==> src/design/bfpa_pkg.sv <==
package bfpa_pkg;

    localparam int MAX_BLOCKS = 8;
    localparam int SIZE_BITS  = 16;

    localparam int ID_W    = 8;
    localparam int REQ_W   = 2;
    localparam int ST_W    = 2;
    localparam int FAIL_W  = 8;
    localparam int FRAG_W  = 19;
    localparam int IDX_W   = $clog2(MAX_BLOCKS);
    localparam int CNT_W   = $clog2(MAX_BLOCKS + 1);
    localparam int TOTAL_W = SIZE_BITS + $clog2(MAX_BLOCKS);
    localparam int WORD_W  = ID_W + SIZE_BITS;
    localparam int WIDE_W  = (TOTAL_W > FRAG_W) ? TOTAL_W : FRAG_W;

    localparam logic [FRAG_W-1:0] FRAG_MAX = {FRAG_W{1'b1}};
    localparam logic [FAIL_W-1:0] FAIL_MAX = {FAIL_W{1'b1}};

    // request codes
    localparam logic [REQ_W-1:0] REQ_CLEAR  = 2'd0;
    localparam logic [REQ_W-1:0] REQ_LOAD   = 2'd1;
    localparam logic [REQ_W-1:0] REQ_ALLOC  = 2'd2;
    localparam logic [REQ_W-1:0] REQ_REPORT = 2'd3;

    // result status codes
    localparam logic [ST_W-1:0] ST_MAPPED  = 2'd0;
    localparam logic [ST_W-1:0] ST_NOFIT   = 2'd1;
    localparam logic [ST_W-1:0] ST_TFULL   = 2'd2;
    localparam logic [ST_W-1:0] ST_DONE    = 2'd3;

    // best candidate found by a table scan
    typedef struct packed {
        logic                 found;
        logic [IDX_W-1:0]     idx;
        logic [SIZE_BITS-1:0] size;
        logic [ID_W-1:0]      id;
    } scan_res_t;

    function automatic logic [FRAG_W-1:0] sat_frag(input logic [TOTAL_W-1:0] total);
        logic [WIDE_W-1:0] wide;
        wide = WIDE_W'(total);
        if (wide > WIDE_W'(FRAG_MAX))
            return FRAG_MAX;
        else
            return FRAG_W'(wide);
    endfunction

endpackage

==> src/design/bfpa_ram.sv <==
module bfpa_ram #(
    parameter int WIDTH = 8,
    parameter int DEPTH = 8
) (
    input  logic                     clk,
    input  logic                     we,
    input  logic [$clog2(DEPTH)-1:0] waddr,
    input  logic [WIDTH-1:0]         wdata,
    input  logic                     re,
    input  logic [$clog2(DEPTH)-1:0] raddr,
    output logic [WIDTH-1:0]         rdata
);

    logic [WIDTH-1:0] mem [DEPTH];

    always_ff @(posedge clk)
    begin
        if (we)
            mem[waddr] <= wdata;
        if (re)
            rdata <= mem[raddr];
    end

endmodule

==> src/design/bfpa_scan.sv <==
module bfpa_scan (
    input  logic                           clk,
    input  logic                           rst_n,
    input  logic                           start,
    input  logic [bfpa_pkg::CNT_W-1:0]     count,
    input  logic [bfpa_pkg::SIZE_BITS-1:0] req_size,
    input  logic [bfpa_pkg::MAX_BLOCKS-1:0] full,
    input  logic [bfpa_pkg::WORD_W-1:0]    rd_data,
    output logic                           rd_en,
    output logic [bfpa_pkg::IDX_W-1:0]     rd_addr,
    output logic                           done,
    output bfpa_pkg::scan_res_t            res
);
    import bfpa_pkg::*;

    logic                 active_reg, active_next;
    logic [CNT_W-1:0]     issue_reg, issue_next;
    logic                 vld_reg, vld_next;
    logic [IDX_W-1:0]     vidx_reg, vidx_next;
    scan_res_t            best_reg, best_next;

    logic [SIZE_BITS-1:0] cand_size;
    logic [ID_W-1:0]      cand_id;
    logic                 take;

    assign rd_en   = active_reg && (issue_reg < count);
    assign rd_addr = issue_reg[IDX_W-1:0];
    assign done    = active_reg && (issue_reg == count) && !vld_reg;
    assign res     = best_reg;

    assign cand_size = rd_data[SIZE_BITS-1:0];
    assign cand_id   = rd_data[WORD_W-1 -: ID_W];

    // smallest fitting remainder; strict < keeps the earliest entry on ties
    assign take = vld_reg && !full[vidx_reg] && (cand_size >= req_size)
                  && (!best_reg.found || (cand_size < best_reg.size));

    always_comb
    begin
        active_next = active_reg;
        issue_next  = issue_reg;
        vld_next    = rd_en;
        vidx_next   = rd_addr;
        best_next   = best_reg;
        if (start)
        begin
            active_next     = 1'b1;
            issue_next      = '0;
            vld_next        = 1'b0;
            best_next.found = 1'b0;
        end
        else
        begin
            if (rd_en)
                issue_next = issue_reg + CNT_W'(1);
            if (take)
            begin
                best_next.found = 1'b1;
                best_next.idx   = vidx_reg;
                best_next.size  = cand_size;
                best_next.id    = cand_id;
            end
            if (done)
                active_next = 1'b0;
        end
    end

    always_ff @(posedge clk or negedge rst_n)
    begin
        if (!rst_n)
        begin
            active_reg <= 1'b0;
            issue_reg  <= '0;
            vld_reg    <= 1'b0;
            best_reg   <= '0;
        end
        else
        begin
            active_reg <= active_next;
            issue_reg  <= issue_next;
            vld_reg    <= vld_next;
            best_reg   <= best_next;
        end
    end

    always_ff @(posedge clk)
    begin
        vidx_reg <= vidx_next;
    end

endmodule

==> src/design/best_fit_partition_allocator.sv <==
// Best-fit partition allocator.
// Input channel (in_valid/in_ready) carries one request per transaction:
// clear table, load block (id, size), allocate (size) or report fragmentation.
// Output channel (out_valid/out_ready) returns exactly one result transaction
// per request: status, chosen block id, unplaced request count, and on a
// report the external fragmentation with its valid flag.
// Block sizes and ids live in a small synchronous RAM; full flags and the
// counters live in flops. Requests are handled one at a time.
// An accepted request passes through S_EXEC and S_EMIT before out_valid. An
// allocate starts the scan in S_EXEC, waits in S_SCAN (one RAM read per loaded
// block, the registered RAM read data, then the scan flags done) and writes
// back in S_WB before S_EMIT; on an empty table the scan reads nothing.
// in_ready returns together with the registered result, so a new request is
// taken only once the previous result has entered the output register.
// Reset (rst_n low, asynchronous) empties the table and clears all counters;
// the RAM contents are not cleared, only loaded entries are ever read.
// A stalled receiver holds the result in the output register; the block still
// takes and works the next request, and holds its result until the output
// register frees up.
module best_fit_partition_allocator (
    input  logic                      clk,
    input  logic                      rst_n,
    input  logic                      in_valid,
    output logic                      in_ready,
    input  logic [bfpa_pkg::REQ_W-1:0] req_type,
    input  logic [bfpa_pkg::ID_W-1:0]  item_id,
    input  logic [15:0]                item_size,
    output logic                      out_valid,
    input  logic                      out_ready,
    output logic [bfpa_pkg::ST_W-1:0]  status,
    output logic [bfpa_pkg::ID_W-1:0]  block_id,
    output logic [bfpa_pkg::FAIL_W-1:0] unallocated_count,
    output logic [bfpa_pkg::FRAG_W-1:0] ext_frag,
    output logic                      frag_valid
);
    import bfpa_pkg::*;

    typedef enum logic [2:0] {
        S_IDLE,
        S_EXEC,
        S_SCAN,
        S_WB,
        S_EMIT
    } state_t;

    state_t state_reg, state_next;

    // latched request
    logic [REQ_W-1:0]      op_reg, op_next;
    logic [ID_W-1:0]       id_reg, id_next;
    logic [SIZE_BITS-1:0]  size_reg, size_next;

    // table bookkeeping
    logic [MAX_BLOCKS-1:0] full_reg, full_next;
    logic [CNT_W-1:0]      count_reg, count_next;
    logic [FAIL_W-1:0]     failed_reg, failed_next;
    logic [TOTAL_W-1:0]    total_reg, total_next;

    // result waiting for the output register
    logic [ST_W-1:0]       rstat_reg, rstat_next;
    logic [ID_W-1:0]       rid_reg, rid_next;

    // output register
    logic                  out_valid_reg, out_valid_next;
    logic [ST_W-1:0]       status_reg, status_next;
    logic [ID_W-1:0]       block_id_reg, block_id_next;
    logic [FAIL_W-1:0]     unalloc_reg, unalloc_next;
    logic [FRAG_W-1:0]     frag_reg, frag_next;
    logic                  fvalid_reg, fvalid_next;

    // RAM ports
    logic                  ram_we;
    logic [IDX_W-1:0]      ram_waddr;
    logic [WORD_W-1:0]     ram_wdata;
    logic                  ram_re;
    logic [IDX_W-1:0]      ram_raddr;
    logic [WORD_W-1:0]     ram_rdata;

    logic                  scan_start;
    logic                  scan_done;
    scan_res_t             scan_res;

    bfpa_ram #(
        .WIDTH (WORD_W),
        .DEPTH (MAX_BLOCKS)
    ) u_ram (
        .clk   (clk),
        .we    (ram_we),
        .waddr (ram_waddr),
        .wdata (ram_wdata),
        .re    (ram_re),
        .raddr (ram_raddr),
        .rdata (ram_rdata)
    );

    // Reads happen only in S_SCAN, writes only in S_EXEC and S_WB, so the
    // sequencing itself keeps a read from ever overlapping a pending write.
    bfpa_scan u_scan (
        .clk      (clk),
        .rst_n    (rst_n),
        .start    (scan_start),
        .count    (count_reg),
        .req_size (size_reg),
        .full     (full_reg),
        .rd_data  (ram_rdata),
        .rd_en    (ram_re),
        .rd_addr  (ram_raddr),
        .done     (scan_done),
        .res      (scan_res)
    );

    assign in_ready          = (state_reg == S_IDLE);
    assign out_valid         = out_valid_reg;
    assign status            = status_reg;
    assign block_id          = block_id_reg;
    assign unallocated_count = unalloc_reg;
    assign ext_frag          = frag_reg;
    assign frag_valid        = fvalid_reg;

    always_comb
    begin
        state_next     = state_reg;
        op_next        = op_reg;
        id_next        = id_reg;
        size_next      = size_reg;
        full_next      = full_reg;
        count_next     = count_reg;
        failed_next    = failed_reg;
        total_next     = total_reg;
        rstat_next     = rstat_reg;
        rid_next       = rid_reg;
        out_valid_next = out_valid_reg;
        status_next    = status_reg;
        block_id_next  = block_id_reg;
        unalloc_next   = unalloc_reg;
        frag_next      = frag_reg;
        fvalid_next    = fvalid_reg;
        ram_we         = 1'b0;
        ram_waddr      = '0;
        ram_wdata      = '0;
        scan_start     = 1'b0;

        if (out_valid_reg && out_ready)
            out_valid_next = 1'b0;

        unique case (state_reg)
            S_IDLE:
            begin
                if (in_valid)
                begin
                    op_next    = req_type;
                    id_next    = item_id;
                    size_next  = SIZE_BITS'(item_size);
                    state_next = S_EXEC;
                end
            end
            S_EXEC:
            begin
                rstat_next = ST_DONE;
                rid_next   = '0;
                state_next = S_EMIT;
                unique case (op_reg)
                    REQ_CLEAR:
                    begin
                        full_next   = '0;
                        count_next  = '0;
                        failed_next = '0;
                        total_next  = '0;
                    end
                    REQ_LOAD:
                    begin
                        if (count_reg >= CNT_W'(MAX_BLOCKS))
                            rstat_next = ST_TFULL;
                        else
                        begin
                            ram_we    = 1'b1;
                            ram_waddr = count_reg[IDX_W-1:0];
                            ram_wdata = {id_reg, size_reg};
                            full_next[count_reg[IDX_W-1:0]] = 1'b0;
                            count_next = count_reg + CNT_W'(1);
                            total_next = total_reg + TOTAL_W'(size_reg);
                        end
                    end
                    REQ_ALLOC:
                    begin
                        scan_start = 1'b1;
                        state_next = S_SCAN;
                    end
                    REQ_REPORT:
                    begin
                        rstat_next = ST_DONE;
                    end
                    default:
                    begin
                        rstat_next = ST_DONE;
                    end
                endcase
            end
            S_SCAN:
            begin
                if (scan_done)
                    state_next = S_WB;
            end
            S_WB:
            begin
                if (scan_res.found)
                begin
                    ram_we     = 1'b1;
                    ram_waddr  = scan_res.idx;
                    ram_wdata  = {scan_res.id, scan_res.size - size_reg};
                    if (scan_res.size == size_reg)
                        full_next[scan_res.idx] = 1'b1;
                    total_next = total_reg - TOTAL_W'(size_reg);
                    rstat_next = ST_MAPPED;
                    rid_next   = scan_res.id;
                end
                else
                begin
                    if (failed_reg != FAIL_MAX)
                        failed_next = failed_reg + FAIL_W'(1);
                    rstat_next = ST_NOFIT;
                    rid_next   = '0;
                end
                state_next = S_EMIT;
            end
            S_EMIT:
            begin
                // wait here while the previous result is still unclaimed
                if (!out_valid_reg || out_ready)
                begin
                    out_valid_next = 1'b1;
                    status_next    = rstat_reg;
                    block_id_next  = rid_reg;
                    unalloc_next   = failed_reg;
                    if (op_reg == REQ_REPORT)
                    begin
                        frag_next   = sat_frag(total_reg);
                        fvalid_next = (failed_reg != '0);
                    end
                    else
                    begin
                        frag_next   = '0;
                        fvalid_next = 1'b0;
                    end
                    state_next = S_IDLE;
                end
            end
            default:
            begin
                state_next = S_IDLE;
            end
        endcase
    end

    always_ff @(posedge clk or negedge rst_n)
    begin
        if (!rst_n)
        begin
            state_reg     <= S_IDLE;
            full_reg      <= '0;
            count_reg     <= '0;
            failed_reg    <= '0;
            total_reg     <= '0;
            out_valid_reg <= 1'b0;
        end
        else
        begin
            state_reg     <= state_next;
            full_reg      <= full_next;
            count_reg     <= count_next;
            failed_reg    <= failed_next;
            total_reg     <= total_next;
            out_valid_reg <= out_valid_next;
        end
    end

    always_ff @(posedge clk)
    begin
        op_reg       <= op_next;
        id_reg       <= id_next;
        size_reg     <= size_next;
        rstat_reg    <= rstat_next;
        rid_reg      <= rid_next;
        status_reg   <= status_next;
        block_id_reg <= block_id_next;
        unalloc_reg  <= unalloc_next;
        frag_reg     <= frag_next;
        fvalid_reg   <= fvalid_next;
    end

    // table never holds more entries than it has room for
    assert property (@(posedge clk) disable iff (!rst_n)
        count_reg <= CNT_W'(MAX_BLOCKS))
        else $error("block count beyond table size");

    // only loaded entries can be marked full
    assert property (@(posedge clk) disable iff (!rst_n)
        (full_reg >> count_reg) == '0)
        else $error("full flag set on an unloaded entry");

    // a chosen block always covers the request
    assert property (@(posedge clk) disable iff (!rst_n)
        (state_reg == S_SCAN) && scan_done && scan_res.found
        |-> scan_res.size >= size_reg)
        else $error("scan picked a block smaller than the request");

    // fragmentation fields only carry data on a report
    assert property (@(posedge clk) disable iff (!rst_n)
        out_valid && (status != ST_DONE) |-> (ext_frag == '0) && !frag_valid)
        else $error("fragmentation reported on a non-report result");

endmodule

==> config.mk <==
export PLATFORM = sky130hd
export DESIGN_NAME = best_fit_partition_allocator
export DESIGN_NICKNAME = d
export VERILOG_FILES = /design/src/design/bfpa_pkg.sv /design/src/design/bfpa_ram.sv /design/src/design/bfpa_scan.sv /design/src/design/best_fit_partition_allocator.sv
export SDC_FILE = /design/constraint.sdc
export NUM_CORES = 1
export LEC_CHECK = 0
export BUFFER_PORTS_ARGS = -buffer_cell sky130_fd_sc_hd__buf_2
export CORE_MARGIN = 3
export CORE_UTILIZATION = 60
export CTS_BUF_LIST = sky130_fd_sc_hd__clkbuf_16
export CTS_CLUSTER_DIAMETER = 80
export DETAILED_ROUTE_END_ITERATION = 8
export GPL_ROUTABILITY_DRIVEN = 0
export PLACE_DENSITY = 0.78
export SLEW_MARGIN = 20
export SYNTH_ARGS = -nofsm -noshare
export SYNTH_HDL_FRONTEND = slang
export SYNTH_SLANG_ARGS = --single-unit
==> constraint.sdc <==
create_clock -name clk -period 5.65 [get_ports clk]
set_clock_uncertainty 0.15 [all_clocks]
set_input_delay 0 -clock clk [delete_from_list [all_inputs] [get_ports clk]]
set_output_delay 0 -clock clk [all_outputs]
set_load 0.01 [all_outputs]
# [Yosys cells after proc, flatten, opt, wreduce, memory -nomap -nowiden]
# Memories as Yosys holds them, arrays and structs flattened. A register that Yosys moved wholly into a read port is not among the register bits.
# Index checks and enable logic that the tools add are counted.
# Widths: inputs -> output; s select.
[totals] ff_bits=154 latch_bits=0 ramBits=192 mem_bits_ro=0 output_inout_bits=40 mem_count=1
[classes] addsub=6 mul=0 div_mod_pow=0 n_lt_le_gt_ge=10 n_eq_ne=21 shifts=0 muxes=59 n_bitwise=4 reduce_logical=31
[mem_list] name="u_ram.mem" depth=8 word_bits=24 read_ports=1 rd_ports_with_merged_regs=1 wr=1 line_no="bfpa_ram.sv:14" text="logic [WIDTH-1:0] mem [DEPTH];"
[op_table] op="$pmux 19 s2" count=2
[op_table] op="$mux 24" count=3
[op_table] op="$pmux 8 s2" count=4
[op_table] op="$mux 19" count=3
[op_table] op="$mux 8" count=7
[op_table] op="$pmux 24 s2" count=1
[op_table] op="$mux 28" count=1
[op_table] op="$mux 3" count=7
[op_table] op="$mux 1" count=20
[op_table] op="$add 19x16->19" count=1
[op_table] op="$gt 19x19->1 const B" count=1
[op_table] op="$sub 19x16->19" count=1
[op_table] op="$eq 16x16->1" count=1
[op_table] op="$ge 16x16->1" count=1
[op_table] op="$lt 16x16->1" count=1
[op_table] op="$sub 16x16->16" count=1
[op_table] op="$pmux 3 s5" count=1
[op_table] op="$ne 2x2->1 const B" count=7
[op_table] op="$lt 3x4->1 const B" count=3
[op_table] op="$mux 4" count=3
[op_table] op="$reduce_bool 2->1" count=5
[op_table] op="$logic_and 1x1->1" count=9
[op_table] op="$add 4x1->4 const B" count=2
[op_table] op="$add 8x1->8 const B" count=1
[op_table] op="other kinds (32)" count=45

# [Logic depth before layout (Yosys ltp)]
[logic_depth] word_depth=9 mapped_depth=12 ltp_nobuf=10

# [Hierarchy]
# Synthesis repeated with hierarchy kept, for this count alone.
[unflattened] hier_cells=1239 hier_area_um2=17630.7
[modules_own_cells] module="bfpa_ram" instances=1 cells_each=314 area_each_um2=8037.7 seq_area_each_um2=6486.2
[modules_own_cells] module="best_fit_partition_allocator" instances=1 cells_each=710 area_each_um2=7164.4 seq_area_each_um2=3298.2
[modules_own_cells] module="bfpa_scan" instances=1 cells_each=215 area_each_um2=2428.6 seq_area_each_um2=910.9

# [Worst setup path before layout]
# No wires, ideal clock.
[synth_timing] path_type="reg-to-reg" startpoint="reg state_reg[0]" endpoint="mem u_ram.mem[0][0] (netlist bit), enable pin" setup_ns=0.405 t_arrival_ns=2.772 required_ns=5.095 slack_ns=2.324 path_stages_with_launch=11 n_path_buf=4 period_less_slack_ns=3.326 path_cell_list="dfrtp_1 > buf_2 > and3b_1 > buf_2 > buf_2 > nor2_1 > nand2_1 > clkbuf_1 > nand2_1 > o211ai_1 > nor2_1"
[synth_via] elab_chain_len=4 word_cells_on_any_way=6 cone_classes="eq/ne: 2; mux: 4"
[synth_rtl] element="from (decl)" line_no="best_fit_partition_allocator.sv:46" text="state_t state_reg, state_next;"
[synth_rtl] element="from (signal assigned)" line_no="best_fit_partition_allocator.sv:268" text="state_reg <= state_next;"
[synth_rtl] element="$eq 3x2->1 / $eq 3x1->1 (equally long branches)" line_no="best_fit_partition_allocator.sv:146" text="unique case (state_reg)"
[synth_rtl] element="$pmux 1 s2" line_no="best_fit_partition_allocator.sv:146"
[synth_rtl] element="$mux 1" line_no="bfpa_ram.sv:18" text="if (we)"
[synth_rtl] element="$mux 1 (not written as such)" line_no="bfpa_ram.sv:19" text="mem[waddr] <= wdata;"
[synth_rtl] element="to (decl)" line_no="bfpa_ram.sv:14"
# Parallel ways exist; a longest one is shown, timed or not.

# [Worst setup path in the final report]
[layout_timing] startpoint="reg state_reg[2]" endpoint="mem u_ram.mem[4][8] (netlist bit), enable pin"
# Same word-level chain as after synthesis.

==> results.txt <==
The flow ran to the end, and the final reports show no timing, DRC or antenna violations. The total power divided by cell area came out at 484 nW/um^2. The global-route usage over all layers is 25.3%. The post-route setup TNS came out at 0 ns.

The smallest clock period supported by the final layout is computed as 4.29 ns. Clock latency on the worst-skew pair, taken at its later pin, is 0.53 ns. The flip-flop cell with the highest count after synthesis is sky130_fd_sc_hd__edfxtp_1.

The worst setup path is launched from a flop. The biggest area consumer among synthesized cells is sky130_fd_sc_hd__edfxtp_1. The routed design has about 40000 um of wire. The number of buffers inserted during clock tree synthesis came out at 38. The final-report setup violation count is 0. The register share of total power is 39.8%. The detailed-route vias per instance came out at between 6 and 7. TritonCTS built the clock tree. The area of the mapped netlist is 17500 um^2. The sum of routed wire segments on met1 is 16200 um. sky130_fd_sc_hd__edfxtp_1 is the most common cell in the netlist. Of the cells placed in the final design, the portion with a size suffix greater than 1 is 19.4%. The number of inserted filler cells in the final layout is 1900. The area share of the leading cell type in the synthesized netlist came out at 49.6%. Counting instances in the post-synthesis netlist gives the leading cell types as sky130_fd_sc_hd__edfxtp_1, sky130_fd_sc_hd__ha_1, sky130_fd_sc_hd__dfrtp_1. In the post-route analysis, the smallest setup slack over all paths is 1.36 ns. The internal portion of total power came out at between 6 and 7 mW. For this run, the post-layout net count is 1485.

The data required time of the critical path came out at around 5.7 ns. The H-tree depth reported by CTS came out at 2. The mean post-synth cell area is 13.9 um^2.

Along the worst path, the maximum fanout reaches 23. Summed over all nets, the half-perimeter wirelength after detailed placement is 25200 um. The number of setup buffers added after CTS is 0. The worst path uses 75.9% of the clock period. The slew at the pin with the worst max-slew slack is 1.16 ns. The number of antenna violations at the first check in global routing came out at 0. From left edge to right edge, the die measures 177 um.

The number of buffers inserted by port buffering came out at 69. The analysis attributes to cell leakage a power of 7.68 nW. The type of the worst setup path is flop to flop.

The core footprint is about 28000 um^2. The area of placed instances is 18300 um^2. The final hold violation count is 0. Synthesis instantiated 85 different standard cells from the library. The post-route antenna net violation count came out at 0.

By area the synthesized netlist is led by sky130_fd_sc_hd__edfxtp_1, sky130_fd_sc_hd__dfrtp_1, sky130_fd_sc_hd__mux4_2, sky130_fd_sc_hd__ha_1, sky130_fd_sc_hd__mux2_2. The switching power is 3.32 mW. Summing all non-filler instances in the final layout gives an area of 19800 um^2. The async set-or-reset flop fraction in the synthesized netlist is 20.8%. Post-CTS repair changed the size of 0 cells.

The number of core rows is 61. The fraction of power consumed by the clock network came out at ~25%. The number of iterations in the first detailed-routing pass is 5. The number of flip-flops and latches in the synthesized netlist came out at between 300 and 400. In this run the top signal layer used is met4. The cell at the root of the clock tree is sky130_fd_sc_hd__clkbuf_16. The number of synthesis warnings is 0. The tightest min-delay check is of the input pin to flop type. The max-slew violation count came out at 0. In the synthesized netlist, the number of instances is 1262. More flip-flops sit in one register than any other, and that register is u_ram.mem. After global routing the overflow that remains totals 0. The number of enable-type register cells in the synthesized netlist came out at 290.

The mean routed wirelength per cell came out at 22.0 um. The max-cap violation count came out at 0. The largest buffer count on any clock path came out at 3.

The number of remaining DRC errors is 0. On the final layout, the worst hold slack is 0.0302 ns. The met2 wire length is ~19000 um. 0 antenna diodes ended up in the layout.

The number of buffers added to fix hold violations after cts came out at 31. The number of primary I/O pins is 70. For this block, the initial DRC count from the detailed router was 1222.

The die is 177 um tall. The power share of the combinational group came out at 35.7%. Across all layers, the routed design uses 11200 vias.

The tree built by TritonCTS fans out to 370 sinks. The synthesis-to-finish area growth came out at 12.8%. The number of global-route vias before repair came to 11200.

For this configuration, the core starts out at a cell density of around 62%. The clock-pin slew reported for the worst setup and hold paths after clock tree synthesis is about 0.06 ns. The pin count of the biggest net entering global routing is between 50 and 60. The net count after synthesis came out at 1383.

The worst-case setup slack after placement came out at 1.47 ns. The endpoint class of the critical path is a flop. The critical path arrival is 4.33 ns.

The achievable frequency is between 200 and 250 MHz. The met3 wire length is 2840 um. The die covers roughly 31000 um^2. The switching fraction of total power is 34.6%.

The register with the most flip-flops in the layout has 192 of them. Setup repair after global routing left no endpoint under its margin. The worst IR drop on VDD is 347 uV. The first-pass GRT wire length came out at 61400 um. The worst-case headroom to the max-slew limit is 22.0%. The sequential area share after synthesis is 60.9%.
-- per-stage QoR --
| step | power, mW | instances | utilization, % |
|---|---|---|---|
| finish | 9.58 | 1770 | 69.9 |
| detailed placement | 7.18 | 1670 | 64.5 |
| floorplan | 6.33 | 1262 | - |
| global placement | 7.09 | 1670 | 64.5 |
| global route | 10.1 | 1770 | 69.9 |
| CTS | 9.57 | 1769 | 69.8 |
-- cells in the final DEF, fill, tap and decap left out, types with 16 or more instances in the layout --
cell and count:
sky130_fd_sc_hd__dlygate4sd3_1 30, sky130_fd_sc_hd__edfxtp_1 290, sky130_fd_sc_hd__o22ai_1 16, sky130_fd_sc_hd__dfrtp_1 75, sky130_fd_sc_hd__mux2_2 50, sky130_fd_sc_hd__a21o_1 18, sky130_fd_sc_hd__nand2_1 63, sky130_fd_sc_hd__inv_1 67
sky130_fd_sc_hd__ha_1 88, sky130_fd_sc_hd__and3_1 19, sky130_fd_sc_hd__clkbuf_16 38, sky130_fd_sc_hd__o21ai_0 65, sky130_fd_sc_hd__xor2_1 18, sky130_fd_sc_hd__nor2_1 68, sky130_fd_sc_hd__and2_1 16, sky130_fd_sc_hd__nor2b_1 16
sky130_fd_sc_hd__mux4_2 50, sky130_fd_sc_hd__buf_2 68, sky130_fd_sc_hd__buf_4 21, sky130_fd_sc_hd__a21oi_1 64
-- cell type report --
cell class,instances,area [um^2],area share (%)
clock buffer,38,951,4.80
clock inverter,30,218,1.10
inverter,60,225,1.14
multi-input combinational,773,6380,32.2
sequential,370,10700,54.1
tap,378,473,2.39
timing repair buffer,121,846,4.27
-- per-layer routing --
layer	GRT usage, %	up-vias
met4	7.27	0
met2	41.2	485
met1	35.9	5583
met3	3.84	84
met5	0	-
li1	-	5041
-- critical path: stages, from the launching register on --
cell and delay (ns):
sky130_fd_sc_hd__dfrtp_1 0.50, sky130_fd_sc_hd__and3b_1 0.21, sky130_fd_sc_hd__buf_4 0.22, sky130_fd_sc_hd__inv_1 0.51, sky130_fd_sc_hd__nand2b_1 0.47, sky130_fd_sc_hd__nor2_2 0.81, sky130_fd_sc_hd__nand2_1 0.16, sky130_fd_sc_hd__o22ai_1 0.28
sky130_fd_sc_hd__and2_1 0.26, sky130_fd_sc_hd__buf_4 0.36
-- worst paths after layout --
path,start,endpoint,slack (ns),cells after the start
max,state_reg[2],u_ram.mem[4][8],1.36,9
min,item_size[5],size_reg[5],0.03,2
min reg2reg,rid_reg[7],block_id[7],0.27,0
max reg2reg,state_reg[2],u_ram.mem[4][8],1.36,9
min in group asynchronous,rst_n,u_scan.res[12],0.35,4
max in group asynchronous,rst_n,u_scan.issue_reg[0],4.15,4
-- kinds of logic after synthesis --
logic type / count (synthesis) / share of synthesized area [%]
xor+xnor: 27 / 1.35
simple gates: 275 / 8.00
compound gates: 274 / 10.3
mux: 106 / 9.97
fa+ha+maj: 91 / 6.62
flops: 370 / 60.9
buf+inv: 119 / 2.79
-- power by group through the flow --
stage	Clock, mW	Combinational, mW	Sequential (mW)
after floorplan	0	2.64	3.70
after global placement	0	3.19	3.90
after detailed placement	0	3.26	3.92
after CTS	2.39	3.31	3.87
after global routing	2.50	3.78	3.86
final	2.35	3.43	3.81
Note: power is estimated with default switching activity, not from simulation.
